**config.mk**
```make
export PLATFORM = sky130hd
export DESIGN_NAME = swtm_cell
export DESIGN_NICKNAME = d
export VERILOG_FILES = /design/src/design/swtm_pkg.sv /design/src/design/swtm_cell.sv
export SDC_FILE = /design/constraint.sdc
export NUM_CORES = 1
export LEC_CHECK = 0
export ABC_CLOCK_PERIOD_IN_PS = 4400
export BUFFER_PORTS_ARGS = -buffer_cell sky130_fd_sc_hd__buf_2
export CAP_MARGIN = 20
export CORE_MARGIN = 8
export CORE_UTILIZATION = 46
export DETAILED_ROUTE_END_ITERATION = 12
export PLACE_DENSITY = 0.81
export SLEW_MARGIN = 20
export SYNTH_ARGS = -nofsm -noshare
export SYNTH_HDL_FRONTEND = slang
export SYNTH_SLANG_ARGS = --single-unit
```
**constraint.sdc**
```tcl
create_clock -name clk -period 4.4 [get_ports clk]
set_clock_uncertainty 0.05 [all_clocks]
set_input_delay 1.1 -clock clk [delete_from_list [all_inputs] [get_ports clk]]
set_output_delay 1.1 -clock clk [all_outputs]
set_load 0.05 [all_outputs]
```
**src/design/swtm_pkg.sv**
```systemverilog
// shared constants and types of the sliding-window trimmed mean unit
// no dependencies; used by the cell, the top level and the checker
package swtm_pkg;

  localparam int MAX_WINDOW_DEFAULT  = 64;
  localparam int SAMPLE_BITS_DEFAULT = 16;

  localparam int WSIZE_W = 7;
  localparam int TRIM_W  = 5;
  localparam int CFG_IDX_W  = 2;
  localparam int CFG_DATA_W = 7;

  localparam logic [CFG_IDX_W-1:0] REG_WINDOW_SIZE = 2'd0;
  localparam logic [CFG_IDX_W-1:0] REG_TRIM_COUNT  = 2'd1;

  localparam logic [WSIZE_W-1:0] WSIZE_RESET = 7'd64;
  localparam logic [TRIM_W-1:0]  TRIM_RESET  = 5'd1;

  // one operation per cycle on the row of sorted cells
  typedef struct packed {
    logic del;
    logic ins;
  } cell_op_t;

endpackage

```
**src/design/swtm_cell.sv**
```systemverilog
// one slot of the sorted window: value plus age, shifts with its neighbors
// depends on swtm_pkg
module swtm_cell #(
  parameter int IDX = 0,
  parameter int SAMPLE_BITS = swtm_pkg::SAMPLE_BITS_DEFAULT,
  parameter int IW = 6,
  parameter int CW = 7
) (
  input  logic                   clk,
  input  swtm_pkg::cell_op_t     op,
  input  logic [SAMPLE_BITS-1:0] v_old,
  input  logic [SAMPLE_BITS-1:0] s,
  input  logic [CW-1:0]          n,
  input  logic [IW-1:0]          age_last,
  input  logic [SAMPLE_BITS-1:0] left_val,
  input  logic [IW-1:0]          left_age,
  input  logic                   left_le,
  input  logic [SAMPLE_BITS-1:0] right_val,
  input  logic [IW-1:0]          right_age,
  output logic [SAMPLE_BITS-1:0] val,
  output logic [IW-1:0]          age,
  output logic                   le,
  output logic                   oldest
);

  logic occ;
  logic at_or_right_of_del;

  assign occ = CW'(IDX) < n;
  assign le = occ && (val <= s);
  assign oldest = occ && (age == age_last);
  // oldest equal value sits leftmost, so >= finds the deleted slot and all right of it
  assign at_or_right_of_del = occ && (val >= v_old);

  always_ff @(posedge clk) begin
    if (op.del) begin
      if (at_or_right_of_del) begin
        val <= right_val;
        age <= right_age;
      end
    end else if (op.ins) begin
      if (le) begin
        age <= age + IW'(1);
      end else if (left_le) begin
        val <= s;
        age <= '0;
      end else begin
        val <= left_val;
        age <= left_age + IW'(1);
      end
    end
  end

endmodule

```
==> results of run 1 <==
[cell type report]
class	instances	area [sq um]	share of cell area, %
inverter	33	124	4.23
clock buffer	3	41.3	1.41
tap	67	83.8	2.86
timing repair buffer	119	603	20.6
sequential	22	661	22.5
multi-input combinational	194	1420	48.4
[power by group]
| group | internal [uW] | switching (uW) | total, uW |
|---|---|---|---|
| Clock | 61.2 | 71.0 | 132 |
| Combinational | 137 | 235 | 372 |
| Sequential | 268 | 25.3 | 293 |
[worst max-delay path by stage]
| stage | slack, ps | end | startpoint | depth (start not counted) |
|---|---|---|---|---|
| final | 430 | le | s[13] | 9 |
| after global routing | 270 | le | s[13] | 9 |
| after CTS | 440 | le | s[13] | 9 |
| after detailed placement | 450 | le | s[13] | 9 |
| after global placement | 560 | le | s[13] | 9 |
| after floorplan | 120 | val[0]$_DFFE_PP_ | s[13] | 8 |
[flip-flops by register name, indices dropped and copies added, names as in the netlist]
signal	count
age	6
val	16
[critical path: stages]
cell and delay [ps]:
buf_2 90, inv_1 40, ha_1 320, nand4_1 190, nor4_2 350, o21ai_0 210, nand3_2 210, nand2_1 90
buf_2 220
[per-layer routing]
layer / wire length (um) / track usage [%]
met4: 40 / 3.98
met3: 430 / 3.72
met1: 2770 / 19.9
met2: 3450 / 33.8
met5: 0 / 0
[placed cells by master (no fill, tap or decap), drive strengths merged, types with 4 or more instances in the layout]
master,instances
a21o,6
a21oi,12
buf,119
edfxtp,22
ha,34
inv,33
mux2i,17
nand2,36
nand3,13
nand4,8
nor2,5
o211ai,4
o21ai,22
xnor2,12
[stage by stage]
step / worst slack, ps / area (sq um) / util, %
floorplan: 121 / 2240 / -
detailed placement: 447 / 2890 / 61.2
global route: 265 / 2930 / 62.1
CTS: 436 / 2930 / 62.1
global placement: 565 / 2890 / 61.2
finish: 428 / 2930 / 62.1
[cell families (layout without fill, tap and decap cells)]
logic type | after synthesis | count (layout)
and+or+nand+nor | 74 | 74
xor gates and xnor gates | 14 | 14
AOI/OAI and AO/OA | 55 | 55
buffers and inverters | 41 | 155
adders and majority gates | 34 | 34
muxes | 17 | 17
DFF | 22 | 22
==> summary.txt, run 1 <==
Detailed routing
  • ANT nets after route: 0
  • Vias per cell: 5.17
  • Wire per inst: 15.3 um
  • Residual DRC: 0
  • Final wirelength: 6.70 mm
  • Via Count: 2,266
  • Pre-Repair DR Iteration Count: 4
  • Detailed Route Iter0 Violations: 75

Yosys
  • Ys async rst share: 0%
  • Top_reg_cell synth: edfxtp_1
  • Largest cells by area after synthesis: edfxtp_1 29%, ha_1 19%, mux2i_1 7.6%
  • Simple-gate portion of the synthesized area: 15.9%
  • Seq cells post-synth: 22
  • Adder-cell share of the synthesized area: 19.0%
  • Number of synthesized flops with an enable pin: 22
  • Largest family of logic cells by synthesized area: adder cells
  • Mapped Nets: 384
  • Syn Inst Count: 257
  • Cell taking the most area after synthesis: edfxtp_1
  • XOR/XNOR share of the synthesized area: 5.47%
  • Synth unique cells: 37
  • Synth top area share: 29.4%
  • Post-synthesis mux area share: 7.59%
  • Cell area after synthesis: 0.00224 sq mm
  • Avg Cell Area, Syn: 8.73 sq um
  • Synth cell count leaders: 35 x nand2_1, 34 x ha_1, 33 x inv_1
  • Most frequent cell after synthesis: nand2_1
  • Share of the yosys chip area belonging to registers: 29.4%
  • Ys Warns: 0
  • Synth Area in Compound Gates: 15.3%

Global routing
  • GRT overflow: 0
  • First-pass GRT wire length: 10.8 mm
  • Number of global-route vias before repair: 2,419
  • Initial antenna violation count: 0
  • Overall Global Routing Usage: 17.9%
  • Largest net degree at the start of global routing: 49

Pwr
  • Worst VDD drop: 0.133 mV
  • Power Total: 797 uW
  • Leak Pwr: 0.00155 uW
  • Pwr Density: 272 mW/mm^2

Placed design
  • Placed Cells: 435
  • Port buffer count: 116
  • Gp weighted congestion: 0.860
  • Post-DP HPWL: 5.60 mm

Min path
  • Min-delay src: age[0]$_DFFE_PP_
  • Min-delay worst type: reg -> reg
  • Hold Path End: age[0]$_DFFE_PP_
  • Hold Crit Depth: 2

Cells and area
  • Fillers: 436
  • Nets: 500
  • Fin cells: 438
  • Ant diodes: 0
  • Layout cells sized above 1: 34.8%
  • P&R area growth vs syn: 30.7%

Floorplan
  • Die area: 0.00737 sq mm
  • CORE AREA: 0.00472 sq mm
  • I/O pin cnt: 117
  • # rows: 25
  • Die span in x: 85.8 um
  • Die Ht: 85.8 um
  • Starting Density: 47.5%

CTS
  • Clk sinks: 22
  • CTS Buf Count: 3
  • Cts repair resizes: 0
  • Post-CTS setup buffers: 0
  • CTS max path bufs: 2
  • Hold-fix buffers, CTS: 0
  • Clk slew on worst S/H paths: 90 ps
  • Later-pin clock latency in the skew report: 260 ps
  • CTS tree: done
  • CTS Root Cell: clkbuf_8
  • Htree depth: 1

Timing
  • Fin. Hold Viols: 0
  • Final worst-path cycle share: 90.3%
  • Final setup violating endpoints: 0
  • Max Clk Rate: 252 MHz
  • Worst hold slack: 776 ps
  • Max Slew Vio Count: 0
  • Slew headroom: 63.3%
  • Minimum clock period: 3970 ps
  • Setup TNS: 0 ps
  • Actual slew at the worst max-slew pin: 551 ps
  • RSZ-0062 raised after global routing: false

Status
  • Status: complete, no violations

Critical path
  • R2R Setup Slk: 1730 ps
  • Critical path startpoint category: input pin
  • WP data arrival: 2820 ps
  • Reg-to-Reg Start: val[13]$_DFFE_PP_
  • R2r endpoint: val[12]$_DFFE_PP_
  • CP Max Fanout: 10
  • Depth of the most critical reg-to-reg path: 8
  • Worst Setup Path Type: in -> out
  • CP required: 3250 ps
  • Worst setup EP type: primary output

Job
  • Max capacitance violation total: 0
Power figures use the tool's default switching activity.
==> run 2, diff against run 1 <==
--- a/config.mk
+++ b/config.mk
@@ -11,6 +11,7 @@
 export CORE_MARGIN = 8
 export CORE_UTILIZATION = 46
 export DETAILED_ROUTE_END_ITERATION = 12
+export GPL_TIMING_DRIVEN = 0
 export PLACE_DENSITY = 0.81
 export SLEW_MARGIN = 20
 export SYNTH_ARGS = -nofsm -noshare
==> summary.txt, run 2 (synthesis gave the netlist of run 1 again) <==
Critical path
  • Depth of the most critical reg-to-reg path: 8 (unchanged)
  • R2r endpoint: val[3]$_DFFE_PP_
  • Critical Path Start: s[13]
  • WP data arrival: 2920 ps (+100 ps)
  • Reg-to-Reg Start: val[13]$_DFFE_PP_
  • CP endpoint: le
  • CP required: 3250 ps (about the same)
  • Worst setup EP type: primary output
  • CP Max Fanout: 10 (unchanged)
  • Worst Setup Path Type: in -> out
  • R2R Setup Slk: 1470 ps (-260 ps)
  • Critical path startpoint category: input pin

CTS
  • Clk sinks: 22 (unchanged)
  • Cts repair resizes: 0 (unchanged)
  • CTS max path bufs: 2 (unchanged)
  • Post-CTS setup buffers: 0 (unchanged)
  • Later-pin clock latency in the skew report: 280 ps (+20 ps)
  • CTS tree: done
  • CTS Buf Count: 3 (unchanged)
  • Htree depth: 1 (unchanged)
  • CTS Root Cell: clkbuf_8
  • Clk slew on worst S/H paths: 80 ps (about the same)
  • Hold-fix buffers, CTS: 0 (unchanged)

Timing
  • Slew headroom: 61.9% (-1.3 points)
  • Minimum clock period: 4070 ps (+103 ps)
  • Max Clk Rate: 245 MHz (-2.5%)
  • Final worst-path cycle share: 92.6% (+2.3 points)
  • Final setup violating endpoints: 0 (unchanged)
  • Setup TNS: 0 ps (unchanged)
  • Worst hold slack: 765 ps (-10.6 ps)
  • Fin. Hold Viols: 0 (unchanged)
  • RSZ-0062 raised after global routing: false
  • Max Slew Vio Count: 0 (unchanged)
  • Actual slew at the worst max-slew pin: 571 ps (+20.2 ps)

Pwr
  • Pwr Density: 291 mW/mm^2 (+7.0%)
  • Leak Pwr: 0.00157 uW (+1.5%)
  • Worst VDD drop: 0.132 mV (-0.61%)

Cells and area
  • Most frequent cells in the layout: 117 x buf_2, 35 x nand2_1, 34 x ha_1, 33 x inv_1, 22 x edfxtp_1
  • Biggest register: val
  • Design area: 0.00299 sq mm (+2.0%)
  • Commonest non-fill, non-tap cell in the layout: buf_2
  • P&R area growth vs syn: 33.2%
  • Nets: 505 (+1.0%)
  • Layout cells sized above 1: 34.7% (about the same)
  • Final core utilization: 63.3% (+1.2 points)
  • Ant diodes: 0 (unchanged)
  • Largest register FFs: 16 (unchanged)
  • Regs by FF count: val: 16 flops, age: 6 flops
  • Fin cells: 444 (+1.4%)

Min path
  • Hold Crit Depth: 2 (unchanged)
  • Min-delay worst type: reg -> reg

Global routing
  • Largest net degree at the start of global routing: 14 (-71%)
  • Overall Global Routing Usage: 18.9% (+1.0 points)
  • GRT overflow: 0 (unchanged)
  • Initial antenna violation count: 0 (unchanged)
  • Number of global-route vias before repair: 2,540 (+5.0%)
  • First-pass GRT wire length: 11.4 mm (+5.4%)

Floorplan
  • # rows: 25 (unchanged)
  • Starting Density: 47.5% (unchanged)
  • I/O pin cnt: 117 (unchanged)
  • Die Ht: 85.8 um (unchanged)
  • Die span in x: 85.8 um (unchanged)
  • CORE AREA: 0.00472 sq mm (unchanged)
  • Die area: 0.00737 sq mm (unchanged)

Detailed routing
  • ANT nets after route: 0 (unchanged)
  • Wire per inst: 15.7 um (+2.7%)
  • Final wirelength: 6.97 mm (+4.1%)
  • Top Layer Used: met4
  • Vias per cell: 5.24 (+1.3%)
  • Residual DRC: 0 (unchanged)
  • Detailed Route Iter0 Violations: 92 (+23%)
  • Met1 wire length: 2.76 mm (-0.50%)
  • DR WL met2: 3.59 mm (+3.9%)
  • Met3 wire len: 456 um (+6.0%)
  • Pre-Repair DR Iteration Count: 4 (unchanged)
  • Via Count: 2,326 (+2.6%)

Placed design
  • Port buffer count: 115 (-0.86%)
  • Post-Place Cell Area: 0.00292 sq mm (+0.95%)
  • Placed Cells: 440 (+1.1%)
  • Post-DP HPWL: 5.84 mm (+4.3%)
  • Gp weighted congestion: 0.863 (+0.28%)

Status
  • Status: complete, no violations

Job
  • Max capacitance violation total: 0 (unchanged)
-- run 2: through the flow --
| step | power (uW) | worst slack [ps] |
|---|---|---|
| 2_1_floorplan | 550 | 121 |
| 3_3_place_gp | 660 | -544 |
| 3_5_place_dp | 674 | 373 |
| 4_1_cts | 872 | 353 |
| 5_1_grt | 921 | 180 |
| 6_report | 870 | 325 |
-- run 2: cell type report --
cell class | count | area [sq um]
multi-input cells | 194 | 1420
clock buffers | 3 | 41.3
clock inverters | 1 | 30.0
flip-flops and latches | 22 | 661
fillers | 407 | 1730
plain buffers | 8 | 40.0
repair buffers | 116 | 587
well taps | 67 | 83.8
inverters | 33 | 124
-- run 2: worst min path at each step --
stage,startpoint,to,slack (ps)
6_report,age[0]$_DFFE_PP_,age[0]$_DFFE_PP_,770
5_1_grt,age[0]$_DFFE_PP_,age[0]$_DFFE_PP_,810
4_1_cts,age[0]$_DFFE_PP_,age[0]$_DFFE_PP_,770
3_5_place_dp,age[0]$_DFFE_PP_,age[0]$_DFFE_PP_,760
3_3_place_gp,age[0]$_DFFE_PP_,age[0]$_DFFE_PP_,750
2_1_floorplan,age[0]$_DFFE_PP_,age[0]$_DFFE_PP_,1040
-- run 2: power breakdown --
| group | internal [uW] | switching (uW) | total (uW) |
|---|---|---|---|
| clock network | 122 | 76.4 | 198 |
| logic | 140 | 239 | 379 |
| registers | 268 | 25.2 | 293 |
-- run 2: layer usage --
metal,vias up,track usage (%)
met1,1065,21.1
met2,91,34.6
met5,-,0
met3,16,3.72
li1,1154,-
met4,0,7.01
-- run 2: worst max-delay path, stage by stage --
cell and delay [ps]:
buf_2 100, inv_1 40, ha_1 310, nand4_1 160, nor4_2 360, o21ai_0 240, nand3_2 230, nand2_1 140
buf_2 230
